**src/rtl/dfn_pkg.sv**
```systemverilog
// ---------------------------------------------------------------------------
// dfn_pkg
// Shared codes and default sizes for the directional focus navigator.
// ---------------------------------------------------------------------------
package dfn_pkg;

   // default sizing
   localparam int DefNodes      = 16;
   localparam int DefCoordBits  = 12;

   // fixed field widths
   localparam int CMD_W   = 3;
   localparam int INDEX_W = 4;
   localparam int DIR_W   = 3;

   // command codes
   localparam logic [CMD_W-1:0] CMD_REGISTER   = 3'd0;
   localparam logic [CMD_W-1:0] CMD_UNREGISTER = 3'd1;
   localparam logic [CMD_W-1:0] CMD_SET_RECT   = 3'd2;
   localparam logic [CMD_W-1:0] CMD_SET_FOCUS  = 3'd3;
   localparam logic [CMD_W-1:0] CMD_CLEAR      = 3'd4;
   localparam logic [CMD_W-1:0] CMD_MOVE       = 3'd5;

   // move directions
   localparam logic [DIR_W-1:0] DIR_UP    = 3'd0;
   localparam logic [DIR_W-1:0] DIR_DOWN  = 3'd1;
   localparam logic [DIR_W-1:0] DIR_LEFT  = 3'd2;
   localparam logic [DIR_W-1:0] DIR_RIGHT = 3'd3;

endpackage

```
**src/rtl/directional_focus_navigator.sv**
```systemverilog
// ---------------------------------------------------------------------------
// directional_focus_navigator
// Slot table of rectangles with a focus pointer; finds the nearest slot
// ahead of the focused centre (or the bounding box centre) on a move.
// ---------------------------------------------------------------------------
//
//  Port group | Direction | Handshake          | Word
//  -----------+-----------+--------------------+-----------------------------
//  req_*      | in        | req_valid/req_stall| command, index, rect, dir
//  rsp_*      | out       | rsp_valid/rsp_stall| focus state, changed, done
//
//  Every command is taken in the idle state; its result word goes through the
//  done state to the output register once that is free. A move with focus held
//  reads the focused rectangle for the origin, then makes one pass over the
//  rectangle memory for scoring; without focus it makes one pass for the
//  bounding box and one for scoring, one slot read per cycle. Reset
//  (synchronous) clears valid bits and focus; the rectangle memory is not
//  cleared. A stalled result holds in the output register while the next
//  command is taken and worked on.
module directional_focus_navigator
   import dfn_pkg::*;
#(
   parameter int NODES      = DefNodes,
   parameter int COORD_BITS = DefCoordBits
) (
   input  logic                  clock,
   input  logic                  reset,
   // request channel
   input  logic                  req_valid,
   output logic                  req_stall,
   input  logic [CMD_W-1:0]      req_command,
   input  logic [INDEX_W-1:0]    req_entry_index,
   input  logic [COORD_BITS-1:0] req_pos_x,
   input  logic [COORD_BITS-1:0] req_pos_y,
   input  logic [COORD_BITS-1:0] req_size_x,
   input  logic [COORD_BITS-1:0] req_size_y,
   input  logic [DIR_W-1:0]      req_direction,
   // response channel
   output logic                  rsp_valid,
   input  logic                  rsp_stall,
   output logic                  rsp_focus_valid,
   output logic [INDEX_W-1:0]    rsp_focus_slot,
   output logic                  rsp_focus_changed,
   output logic                  rsp_move_done
);

   localparam int CW        = COORD_BITS;
   localparam int IDX_BITS  = $clog2(NODES);
   localparam int CNT_BITS  = $clog2(NODES + 1);
   localparam int RECT_W    = 4 * CW;
   localparam int OW        = CW + 2;          // doubled centre / origin
   localparam int DW        = CW + 3;          // signed offset
   localparam int SW        = 2 * CW + 4;      // square of an offset
   localparam int SCW       = 2 * CW + 6;      // score

   typedef enum logic [2:0] {
      ST_IDLE,
      ST_ORIGIN,
      ST_BBOX,
      ST_SCORE,
      ST_DONE
   } state_type;

   // ------------------------------------------------------------------
   // registers
   // ------------------------------------------------------------------
   state_type               state_ff, state_in;
   logic [NODES-1:0]        valid_ff, valid_in;
   logic                    has_focus_ff, has_focus_in;
   logic [IDX_BITS-1:0]     focused_ff, focused_in;
   logic [DIR_W-1:0]        dir_ff, dir_in;
   logic                    cur_ff, cur_in;
   logic [CNT_BITS-1:0]     scan_ff, scan_in;
   logic                    p1_vld_ff, p1_vld_in;
   logic [IDX_BITS-1:0]     p1_idx_ff, p1_idx_in;
   logic                    p2_vld_ff, p2_vld_in;
   logic [IDX_BITS-1:0]     p2_idx_ff, p2_idx_in;
   logic                    p3_vld_ff, p3_vld_in;
   logic [IDX_BITS-1:0]     p3_idx_ff, p3_idx_in;
   logic                    bb_any_ff, bb_any_in;
   logic                    found_ff, found_in;
   logic                    res_changed_ff, res_changed_in;
   logic                    res_move_ff, res_move_in;
   logic                    rsp_valid_ff, rsp_valid_in;
   logic                    rsp_fv_ff, rsp_fv_in;
   logic [INDEX_W-1:0]      rsp_slot_ff, rsp_slot_in;
   logic                    rsp_chg_ff, rsp_chg_in;
   logic                    rsp_done_ff, rsp_done_in;

   // payload registers (no reset)
   logic [CW-1:0]           minx_ff, minx_in, miny_ff, miny_in;
   logic [CW:0]             maxx_ff, maxx_in, maxy_ff, maxy_in;
   logic [OW-1:0]           ox_ff, ox_in, oy_ff, oy_in;
   logic signed [DW-1:0]    cx_ff, cx_in, cy_ff, cy_in;
   logic [SW-1:0]           sqx_ff, sqx_in, sqy_ff, sqy_in;
   logic [SCW-1:0]          best_score_ff, best_score_in;
   logic [IDX_BITS-1:0]     best_ff, best_in;

   // rectangle memory: {pos_x, pos_y, size_x, size_y}
   logic [RECT_W-1:0]       rect_mem [NODES];
   logic [RECT_W-1:0]       rd_data_ff;
   logic [IDX_BITS-1:0]     rd_addr;
   logic                    mem_we;
   logic [IDX_BITS-1:0]     mem_wa;
   logic [RECT_W-1:0]       mem_wd;

   // ------------------------------------------------------------------
   // combinational helpers
   // ------------------------------------------------------------------
   logic                    accept;
   logic                    idx_ok;
   logic [IDX_BITS-1:0]     slot;
   logic                    slot_focused;
   logic                    any_valid;
   logic                    issuing;
   logic [IDX_BITS-1:0]     scan_idx;
   logic                    vertical;
   logic [CW-1:0]           rd_px, rd_py, rd_sx, rd_sy;
   logic [OW-1:0]           rd_cx, rd_cy;
   logic [CW:0]             rd_ex, rd_ey;
   logic                    ahead;
   logic signed [2*DW-1:0]  prod_x, prod_y;
   logic [SCW-1:0]          score;
   logic                    out_free;

   assign accept       = req_valid && !req_stall;
   assign req_stall    = (state_ff != ST_IDLE);
   assign idx_ok       = (9'(req_entry_index) < 9'(NODES));
   assign slot         = IDX_BITS'(req_entry_index);
   assign slot_focused = has_focus_ff && (focused_ff == slot);
   assign any_valid    = |valid_ff;
   assign scan_idx     = scan_ff[IDX_BITS-1:0];
   assign issuing      = ((state_ff == ST_BBOX) || (state_ff == ST_SCORE))
                         && (scan_ff != CNT_BITS'(NODES));
   assign vertical     = (dir_ff == DIR_UP) || (dir_ff == DIR_DOWN);
   assign out_free     = !rsp_valid_ff || !rsp_stall;

   // read port: focused slot while idle, scan slot otherwise
   assign rd_addr = (state_ff == ST_IDLE) ? focused_ff : scan_idx;

   // unpack the read word
   assign rd_px = rd_data_ff[4*CW-1:3*CW];
   assign rd_py = rd_data_ff[3*CW-1:2*CW];
   assign rd_sx = rd_data_ff[2*CW-1:CW];
   assign rd_sy = rd_data_ff[CW-1:0];

   // doubled centres and far edges
   assign rd_cx = {1'b0, rd_px, 1'b0} + OW'(rd_sx);
   assign rd_cy = {1'b0, rd_py, 1'b0} + OW'(rd_sy);
   assign rd_ex = {1'b0, rd_px} + {1'b0, rd_sx};
   assign rd_ey = {1'b0, rd_py} + {1'b0, rd_sy};

   // squares of the registered offsets
   assign prod_x = cx_ff * cx_ff;
   assign prod_y = cy_ff * cy_ff;

   // score weights the off-axis offset twice
   assign score = vertical ? ({1'b0, sqx_ff, 1'b0} + SCW'(sqy_ff))
                           : (SCW'(sqx_ff) + {1'b0, sqy_ff, 1'b0});

   // ------------------------------------------------------------------
   // next state
   // ------------------------------------------------------------------
   always_comb begin
      state_in       = state_ff;
      valid_in       = valid_ff;
      has_focus_in   = has_focus_ff;
      focused_in     = focused_ff;
      dir_in         = dir_ff;
      cur_in         = cur_ff;
      scan_in        = scan_ff;
      bb_any_in      = bb_any_ff;
      found_in       = found_ff;
      res_changed_in = res_changed_ff;
      res_move_in    = res_move_ff;
      rsp_valid_in   = rsp_valid_ff && rsp_stall;
      rsp_fv_in      = rsp_fv_ff;
      rsp_slot_in    = rsp_slot_ff;
      rsp_chg_in     = rsp_chg_ff;
      rsp_done_in    = rsp_done_ff;
      minx_in        = minx_ff;
      miny_in        = miny_ff;
      maxx_in        = maxx_ff;
      maxy_in        = maxy_ff;
      ox_in          = ox_ff;
      oy_in          = oy_ff;
      best_score_in  = best_score_ff;
      best_in        = best_ff;
      mem_we         = 1'b0;
      mem_wa         = slot;
      mem_wd         = {req_pos_x, req_pos_y, req_size_x, req_size_y};
      ahead          = 1'b0;

      // scan issue: one slot read per cycle
      p1_vld_in = issuing && valid_ff[scan_idx]
                  && !(cur_ff && (state_ff == ST_SCORE) && (scan_idx == focused_ff));
      p1_idx_in = scan_idx;
      if (issuing) begin
         scan_in = scan_ff + 1'b1;
      end

      // score stage 1: offsets from origin and ahead test
      cx_in = $signed({1'b0, rd_cx}) - $signed({1'b0, ox_ff});
      cy_in = $signed({1'b0, rd_cy}) - $signed({1'b0, oy_ff});
      case (dir_ff)
         DIR_UP:    ahead = cy_in[DW-1];
         DIR_DOWN:  ahead = !cy_in[DW-1] && (cy_in != '0);
         DIR_LEFT:  ahead = cx_in[DW-1];
         default:   ahead = !cx_in[DW-1] && (cx_in != '0);
      endcase
      p2_vld_in = p1_vld_ff && ahead && (state_ff == ST_SCORE);
      p2_idx_in = p1_idx_ff;

      // score stage 2: squares
      p3_vld_in = p2_vld_ff;
      p3_idx_in = p2_idx_ff;
      sqx_in    = prod_x[SW-1:0];
      sqy_in    = prod_y[SW-1:0];

      // score stage 3: keep the lowest, earlier slot wins a tie
      if (p3_vld_ff && (!found_ff || (score < best_score_ff))) begin
         found_in      = 1'b1;
         best_score_in = score;
         best_in       = p3_idx_ff;
      end

      case (state_ff)
         ST_IDLE: begin
            if (accept) begin
               res_changed_in = 1'b0;
               res_move_in    = 1'b0;
               state_in       = ST_DONE;
               case (req_command)
                  CMD_REGISTER: begin
                     if (idx_ok) begin
                        mem_we         = 1'b1;
                        valid_in[slot] = 1'b1;
                     end
                  end
                  CMD_UNREGISTER: begin
                     if (idx_ok) begin
                        valid_in[slot] = 1'b0;
                        if (slot_focused) begin
                           has_focus_in = 1'b0;
                           focused_in   = '0;
                        end
                     end
                  end
                  CMD_SET_RECT: begin
                     if (idx_ok && valid_ff[slot]) begin
                        mem_we = 1'b1;
                     end
                  end
                  CMD_SET_FOCUS: begin
                     if (idx_ok && valid_ff[slot] && !slot_focused) begin
                        has_focus_in   = 1'b1;
                        focused_in     = slot;
                        res_changed_in = 1'b1;
                     end
                  end
                  CMD_CLEAR: begin
                     valid_in     = '0;
                     has_focus_in = 1'b0;
                     focused_in   = '0;
                  end
                  CMD_MOVE: begin
                     dir_in    = req_direction;
                     cur_in    = has_focus_ff && valid_ff[focused_ff];
                     scan_in   = '0;
                     bb_any_in = 1'b0;
                     found_in  = 1'b0;
                     if ((req_direction <= DIR_RIGHT) && any_valid) begin
                        // focused rect is read this cycle
                        state_in = (has_focus_ff && valid_ff[focused_ff])
                                   ? ST_ORIGIN : ST_BBOX;
                     end
                  end
                  default: begin
                  end
               endcase
            end
         end
         ST_ORIGIN: begin
            ox_in    = rd_cx;
            oy_in    = rd_cy;
            state_in = ST_SCORE;
         end
         ST_BBOX: begin
            // grow the bounding box with each valid slot
            if (p1_vld_ff) begin
               bb_any_in = 1'b1;
               if (!bb_any_ff || (rd_px < minx_ff)) minx_in = rd_px;
               if (!bb_any_ff || (rd_py < miny_ff)) miny_in = rd_py;
               if (!bb_any_ff || (rd_ex > maxx_ff)) maxx_in = rd_ex;
               if (!bb_any_ff || (rd_ey > maxy_ff)) maxy_in = rd_ey;
            end
            if (!issuing && !p1_vld_ff) begin
               ox_in    = OW'(minx_ff) + OW'(maxx_ff);
               oy_in    = OW'(miny_ff) + OW'(maxy_ff);
               scan_in  = '0;
               state_in = ST_SCORE;
            end
         end
         ST_SCORE: begin
            if (!issuing && !p1_vld_ff && !p2_vld_ff && !p3_vld_ff) begin
               if (found_ff) begin
                  res_move_in = 1'b1;
                  if (!(has_focus_ff && (focused_ff == best_ff))) begin
                     has_focus_in   = 1'b1;
                     focused_in     = best_ff;
                     res_changed_in = 1'b1;
                  end
               end
               state_in = ST_DONE;
            end
         end
         ST_DONE: begin
            // hand the word to the output register once it is free
            if (out_free) begin
               rsp_valid_in = 1'b1;
               rsp_fv_in    = has_focus_ff;
               rsp_slot_in  = has_focus_ff ? INDEX_W'(focused_ff) : '0;
               rsp_chg_in   = res_changed_ff;
               rsp_done_in  = res_move_ff;
               state_in     = ST_IDLE;
            end
         end
         default: begin
            state_in = ST_IDLE;
         end
      endcase
   end

   // ------------------------------------------------------------------
   // control state and registered outputs
   // ------------------------------------------------------------------
   always_ff @(posedge clock) begin
      if (reset) begin
         state_ff       <= ST_IDLE;
         valid_ff       <= '0;
         has_focus_ff   <= 1'b0;
         focused_ff     <= '0;
         dir_ff         <= '0;
         cur_ff         <= 1'b0;
         scan_ff        <= '0;
         p1_vld_ff      <= 1'b0;
         p2_vld_ff      <= 1'b0;
         p3_vld_ff      <= 1'b0;
         bb_any_ff      <= 1'b0;
         found_ff       <= 1'b0;
         res_changed_ff <= 1'b0;
         res_move_ff    <= 1'b0;
         rsp_valid_ff   <= 1'b0;
         rsp_fv_ff      <= 1'b0;
         rsp_slot_ff    <= '0;
         rsp_chg_ff     <= 1'b0;
         rsp_done_ff    <= 1'b0;
      end else begin
         state_ff       <= state_in;
         valid_ff       <= valid_in;
         has_focus_ff   <= has_focus_in;
         focused_ff     <= focused_in;
         dir_ff         <= dir_in;
         cur_ff         <= cur_in;
         scan_ff        <= scan_in;
         p1_vld_ff      <= p1_vld_in;
         p2_vld_ff      <= p2_vld_in;
         p3_vld_ff      <= p3_vld_in;
         bb_any_ff      <= bb_any_in;
         found_ff       <= found_in;
         res_changed_ff <= res_changed_in;
         res_move_ff    <= res_move_in;
         rsp_valid_ff   <= rsp_valid_in;
         rsp_fv_ff      <= rsp_fv_in;
         rsp_slot_ff    <= rsp_slot_in;
         rsp_chg_ff     <= rsp_chg_in;
         rsp_done_ff    <= rsp_done_in;
      end
   end

   // ------------------------------------------------------------------
   // datapath payload
   // ------------------------------------------------------------------
   always_ff @(posedge clock) begin
      p1_idx_ff     <= p1_idx_in;
      p2_idx_ff     <= p2_idx_in;
      p3_idx_ff     <= p3_idx_in;
      minx_ff       <= minx_in;
      miny_ff       <= miny_in;
      maxx_ff       <= maxx_in;
      maxy_ff       <= maxy_in;
      ox_ff         <= ox_in;
      oy_ff         <= oy_in;
      cx_ff         <= cx_in;
      cy_ff         <= cy_in;
      sqx_ff        <= sqx_in;
      sqy_ff        <= sqy_in;
      best_score_ff <= best_score_in;
      best_ff       <= best_in;
   end

   // ------------------------------------------------------------------
   // rectangle memory, one write and one registered read port; writes
   // only happen on acceptance and the done state sits between a write
   // and any later read
   // ------------------------------------------------------------------
   always_ff @(posedge clock) begin
      if (mem_we) begin
         rect_mem[mem_wa] <= mem_wd;
      end
      rd_data_ff <= rect_mem[rd_addr];
   end

   assign rsp_valid         = rsp_valid_ff;
   assign rsp_focus_valid   = rsp_fv_ff;
   assign rsp_focus_slot    = rsp_slot_ff;
   assign rsp_focus_changed = rsp_chg_ff;
   assign rsp_move_done     = rsp_done_ff;

endmodule
```
**config.mk**
```make
export PLATFORM = sky130hd
export DESIGN_NAME = directional_focus_navigator
export DESIGN_NICKNAME = d
export VERILOG_FILES = /design/src/rtl/dfn_pkg.sv /design/src/rtl/directional_focus_navigator.sv
export SDC_FILE = /design/constraint.sdc
export NUM_CORES = 2
export LEC_CHECK = 0
export ABC_AREA = 1
export CORE_MARGIN = 3
export CORE_UTILIZATION = 53
export DETAILED_ROUTE_END_ITERATION = 10
export DONT_BUFFER_PORTS = 1
export PLACE_DENSITY = 0.68
export SYNTH_ARGS = -nofsm -noshare
export SYNTH_HDL_FRONTEND = slang
export SYNTH_SLANG_ARGS = --single-unit
```
**constraint.sdc**
```tcl
create_clock -name clock -period 15.28 [get_ports clock]
set_input_delay 0.764 -clock clock [delete_from_list [all_inputs] [get_ports clock]]
set_output_delay 0.764 -clock clock [all_outputs]
set_load 0.005 [all_outputs]
```
# ---- Yosys cells after proc, flatten, opt, wreduce, memory -nomap -nowiden
# Memories as Yosys holds them, arrays and structs flattened. A register that Yosys moved wholly into a read port is not among the register bits.
# Index checks and enable logic that the tools add are counted.
dict set report totals {
  register_bits 258
  ram_bits 768
  input_bits 62
  out_inout_bits 9
  word_cells 223
  memories 1
}
# name depth word_bits read_ports rd_clocked_by_memory_dff wr line
set memory_table {}
lappend memory_table {rect_mem 16 48 1 1 1 directional_focus_navigator.sv:100} ;# logic [RECT_W-1:0] rect_mem [NODES];
dict set report op_classes {
  addsub 11
  multipliers 2
  order_cmp 10
  eq_ne 26
  mux 70
  bitwise_logic 3
  n_reduce_logical 66
}
# operator n
set op_table {}
lappend op_table {{$mul 15x15->28} 2}
lappend op_table {{$pmux 14 s2} 2}
lappend op_table {{$pmux 16 s3} 1}
lappend op_table {{$mux 4} 8}
lappend op_table {{$add 28x29->30} 1}
lappend op_table {{$add 29x28->30} 1}
lappend op_table {{$lt 30x30->1} 1}
lappend op_table {{$mux 1} 30}
lappend op_table {{$mux 30} 1}
lappend op_table {{$reduce_bool 15->1} 2}
lappend op_table {{$sub 14x14->15} 2}
lappend op_table {{$add 12x13->14} 2}
lappend op_table {{$add 13x12->14} 2}
lappend op_table {{$mux 14} 2}
lappend op_table {{$add 12x12->13} 2}
lappend op_table {{$gt 13x13->1} 2}
lappend op_table {{$lt 12x12->1} 2}
lappend op_table {{$logic_and 1x1->1} 21}
lappend op_table {{$mux 5} 4}
lappend op_table {{$mux 3} 6}
lappend op_table {{$reduce_and 3->1} 6}
lappend op_table {{$and 16x16->16} 1}
lappend op_table {{$not 16->16} 1}
lappend op_table {{$or 16x16->16} 1}
lappend op_table {{other kinds (32)} 85}

# ---- Logic depth before layout (Yosys ltp)
dict set report depth {
  depth_word 10
  mapped_depth 29
  ltp_nobuf 27
}

# ---- Least setup slack after synthesis
# OpenSTA, ideal clock, no wires.
dict set report synth_timing {
  path_kind {flip-flop to flip-flop}
  from {register cy_ff[2]}
  to {register sqy_ff[26]}
  setup_time_ns 0.123
  t_arrival_ns 5.634
  required_time_ns 15.157
  path_slack_ns 9.523
  path_stages_with_launch 26
  path_buffers 2
  synth_period_minus_slack_ns 5.757
  path_cell_list {dfxtp_1 > clkbuf_1 > clkbuf_1 > nand2_1 > inv_1 > fa_1 > fa_1 > inv_1 > fa_1 > inv_1 > fa_1 > fa_1 > inv_1 > fa_1 > inv_1 > ha_1 > nand2_1 > nor3_1 > nand3_1 > nand3_1 > nand2_1 > nand2_1 > nand2_1 > nand2_1 > a21oi_1 > xor2_1}
}
dict set report synth_via {
  elab_chain_cells 1
}
# item line
set synth_lines {}
lappend synth_lines {{start, declared} directional_focus_navigator.sv:94} ;# logic signed [DW-1:0] cx_ff, cx_in, cy_ff, cy_in;
lappend synth_lines {{start signal, assigned} directional_focus_navigator.sv:395} ;# cy_ff <= cy_in;
lappend synth_lines {{$mul 15x15->28} directional_focus_navigator.sv:155} ;# assign prod_y = cy_ff * cy_ff;
lappend synth_lines {{named net prod_y[26]} directional_focus_navigator.sv:122} ;# logic signed [2*DW-1:0] prod_x, prod_y;
lappend synth_lines {{end signal, assigned} directional_focus_navigator.sv:397} ;# sqy_ff <= sqy_in;
lappend synth_lines {{end, declared} directional_focus_navigator.sv:95} ;# logic [SW-1:0] sqx_ff, sqx_in, sqy_ff, sqy_in;
# The timed path passes the listed nets, and every way through them passes these cells.
# A chain may end at the register's enable or synchronous reset.

# ---- Worst setup path in the final report
dict set report layout_timing {
  from {register cy_ff[14]}
  to {register sqy_ff[26]}
}
# Same word-level chain as after synthesis.

==> results.sh <==
export IMPL_status="complete, no violations"
export IMPL_vias=44773
export IMPL_die_h_um=354
export IMPL_wl_um=158000
export IMPL_yosys_warnings=0
export IMPL_critical_path_required_ns=15.90
export IMPL_cts_buffers=112
export IMPL_fmax_mhz=154
export IMPL_startpoint_type="flop"
export IMPL_ys_flop_type="edfxtp_1"
export IMPL_end_kind="flop"
export IMPL_reg2reg_depth=24
export IMPL_dpl_hpwl_um=104000
export IMPL_drive_gt1_frac=0.0437
export IMPL_period_minus_slack_ns=6.48
export IMPL_tns_ns=0
export IMPL_async_flop_share=0
export IMPL_antenna_found_initial=1
export IMPL_worst_slew_pin_slew_ns=1.22
export IMPL_setup_viol=0
export IMPL_track_usage=0.250
export IMPL_clk_latency_ns=0.74
export IMPL_whs_path_depth=1
export IMPL_r2r_setup_slack_ns=8.80
export IMPL_root_buffer="clkbuf_16"
export IMPL_skew_ns=0.0748
export IMPL_ctsResizeCount=0
export IMPL_core_area_um2=119000
export IMPL_post_drt_wl_per_cell_um=19.6
export IMPL_num_nets_final=7187
export IMPL_yosysSeqAreaShare=0.473
export IMPL_ios=71
export IMPL_drv_cap=0
export IMPL_worstPathArrival_ns=7.10
export IMPL_avgViaCountPerCell=5.56
export IMPL_postRouteAntennaNets=0
export IMPL_finalCritPeriodShare=0.424
export IMPL_clockBufferDepth=3
export IMPL_ys_seq_elements=1072
export IMPL_port_buffers=0
export IMPL_tritoncts="built"
export IMPL_path_class="flop to flop"
export IMPL_grt_max_degree=199
export IMPL_cts_setup_buffers=0
export IMPL_initial_core_util=0.538
export IMPL_slew_viol_final=0
export IMPL_relSlewSlack=0.185
export IMPL_drtIter0Drc=3708
export IMPL_overflow=0
export IMPL_fp_row_count=126
export IMPL_synth_cell_type_count=63
export IMPL_grt_setup_unrepaired="no"
export IMPL_worstPathMaxFanout=18
export IMPL_synth_cells=6422
export IMPL_hold_path_class="input port to flop"
export IMPL_syn_nets=7258
export IMPL_area_growth_pct=8.39
export IMPL_cts_hold_buffers_added=0
export IMPL_grt_pass1_vias=44400
export IMPL_first_pass_iters=5
export IMPL_cts_clk_slew_worst_paths_ns=0.06
export IMPL_avgSynthCellArea_um2=9.97
export IMPL_dieArea_um2=125000
export IMPL_synth_edf_count=880
export IMPL_hold_viol=0
export IMPL_grt_pass1_wl_um=247000
export IMPL_die_x_um=354
export IMPL_drc=0
export IMPL_clock_sinks=1072
export IMPL_gp_congestion=0.895
export IMPL_htreeDepth=3
export IMPL_netlist_area_um2=64100
[logic make-up (layout without fill, tap and decap cells)]
| group | count (synthesis) | in the layout | synth area share |
|---|---|---|---|
| xor+xnor | 141 | 141 | 0.0193 |
| compound gates | 1225 | 1225 | 0.112 |
| other cells | 0 | 2 | 0 |
| simple gates | 1855 | 1855 | 0.118 |
| buf+inv | 1354 | 1383 | 0.0810 |
| flops | 1072 | 1072 | 0.473 |
| mux | 1 | 1 | 0.000156 |
| fa+ha+maj | 774 | 774 | 0.196 |
[synth_stat cells, types with 21 or more instances]
cell | number | area [µm²]
o221ai_1 | 138 | 1210
inv_1 | 1120 | 4200
edfxtp_1 | 880 | 26400
nand2_1 | 884 | 3320
o211ai_1 | 65 | 488
o22ai_1 | 77 | 482
nor3_1 | 67 | 335
nor2_1 | 626 | 2350
nand4_1 | 38 | 238
clkbuf_1 | 156 | 586
xor2_1 | 97 | 850
xnor2_1 | 44 | 385
o21ai_0 | 547 | 2740
fa_1 | 386 | 7730
nand3_1 | 173 | 866
o21ai_1 | 21 | 105
ha_1 | 388 | 4850
a21o_1 | 21 | 158
a21oi_1 | 282 | 1410
buf_2 | 58 | 290
dfxtp_1 | 192 | 3840
[layer usage]
metal	global-route usage	share of wire
met5	0	0
met4	0.0871	0.036
met3	0.0362	0.066
met2	0.425	0.48
met1	0.329	0.42
[path summary, 6_finish.rpt]
| check | start | to |
|---|---|---|
| worst max-delay path | cy_ff[14]$_DFF_P_ | sqy_ff[26]$_DFF_P_ |
| worst min-delay path | reset | rsp_focus_slot[0]$_SDFFE_PP0P_ |
| worst max register to register | cy_ff[14]$_DFF_P_ | sqy_ff[26]$_DFF_P_ |
| worst min register to register | p1_idx_ff[1]$_DFF_P_ | p2_idx_ff[1]$_DFF_P_ |
[metrics by stage]
step / cell area (µm²) / hold slack (ns) / utilization / setup slack, ns / std cells
after global placement: 65600 / 0.310 / 0.551 / 8.86 / 7837
after global routing: 69400 / 0.0566 / 0.583 / 8.43 / 8052
final: 69400 / 0.0920 / 0.583 / 8.80 / 8053
after CTS: 69400 / 0.0442 / 0.583 / 8.86 / 8051
after detailed placement: 65600 / 0.312 / 0.551 / 8.84 / 7837
after floorplan: 64100 / 0.310 / - / 9.52 / 6422
[sequential cells by signal (all words and copies together), names as in the netlist, 5 cells and up]
signal / flops
rd_data_ff: 48
sqy_ff: 27
rect_mem: 768
ox_ff: 14
minx_ff: 12
valid_ff: 16
miny_ff: 12
cx_ff: 15
best_score_ff: 30
scan_ff: 5
oy_ff: 14
cy_ff: 15
maxy_ff: 13
sqx_ff: 27
maxx_ff: 13
[critical path, stage by stage (launching register included)]
cell and delay, ns:
dfxtp_1 0.72, clkinv_1 0.48, or2_2 0.41, fa_1 0.50, inv_1 0.05, fa_1 0.51
fa_1 0.44, fa_1 0.52, fa_1 0.54, inv_1 0.05, fa_1 0.52, inv_1 0.04
ha_1 0.34, nand2_1 0.08, nor2_1 0.15, inv_1 0.07, nor3_1 0.20, nand3_1 0.11
nand3_1 0.17, nand2_1 0.07, nand2_1 0.09, nand2_1 0.06, nand2_1 0.05, a21oi_1 0.07
xor2_1 0.14
[cells in the final DEF, fill, tap and decap left out, types with 7 or more instances in the layout]
cell and n:
inv_1 1118, nand2_1 884, edfxtp_1 880, nor2_1 608
o21ai_0 546, ha_1 388, fa_1 386, a21oi_1 282
dfxtp_1 192, nand3_1 173, o221ai_1 138, clkbuf_16 115
xor2_1 97, o22ai_1 77, nor3_1 67, o211ai_1 65
xnor2_1 44, buf_4 41, nand4_1 38, clkbuf_1 28
a21o_1 21, o21ai_1 20, clkinv_1 18, nor2_4 18
nor4_1 17, o21bai_1 17, clkinv_2 17, or2_2 16
a31oi_1 14, clkbuf_8 11, nand2_2 9, a211oi_1 9
nand3b_1 8, clkinvlp_4 8, bufinv_16 8, o21a_1 7
[final cells by class]
cell class	instances	area (µm²)
fillers	10088	49600
well taps	1600	2000
repair buffers	43	348
inverters	1126	4240
clock inverters	60	658
clock buffers	154	3130
flip-flops and latches	1072	30300
multi-input cells	3996	28800
diodes	2	5.00
Power is not shown: default switching activity piles up to over one toggle a cycle in this logic, so the estimate is an artifact.
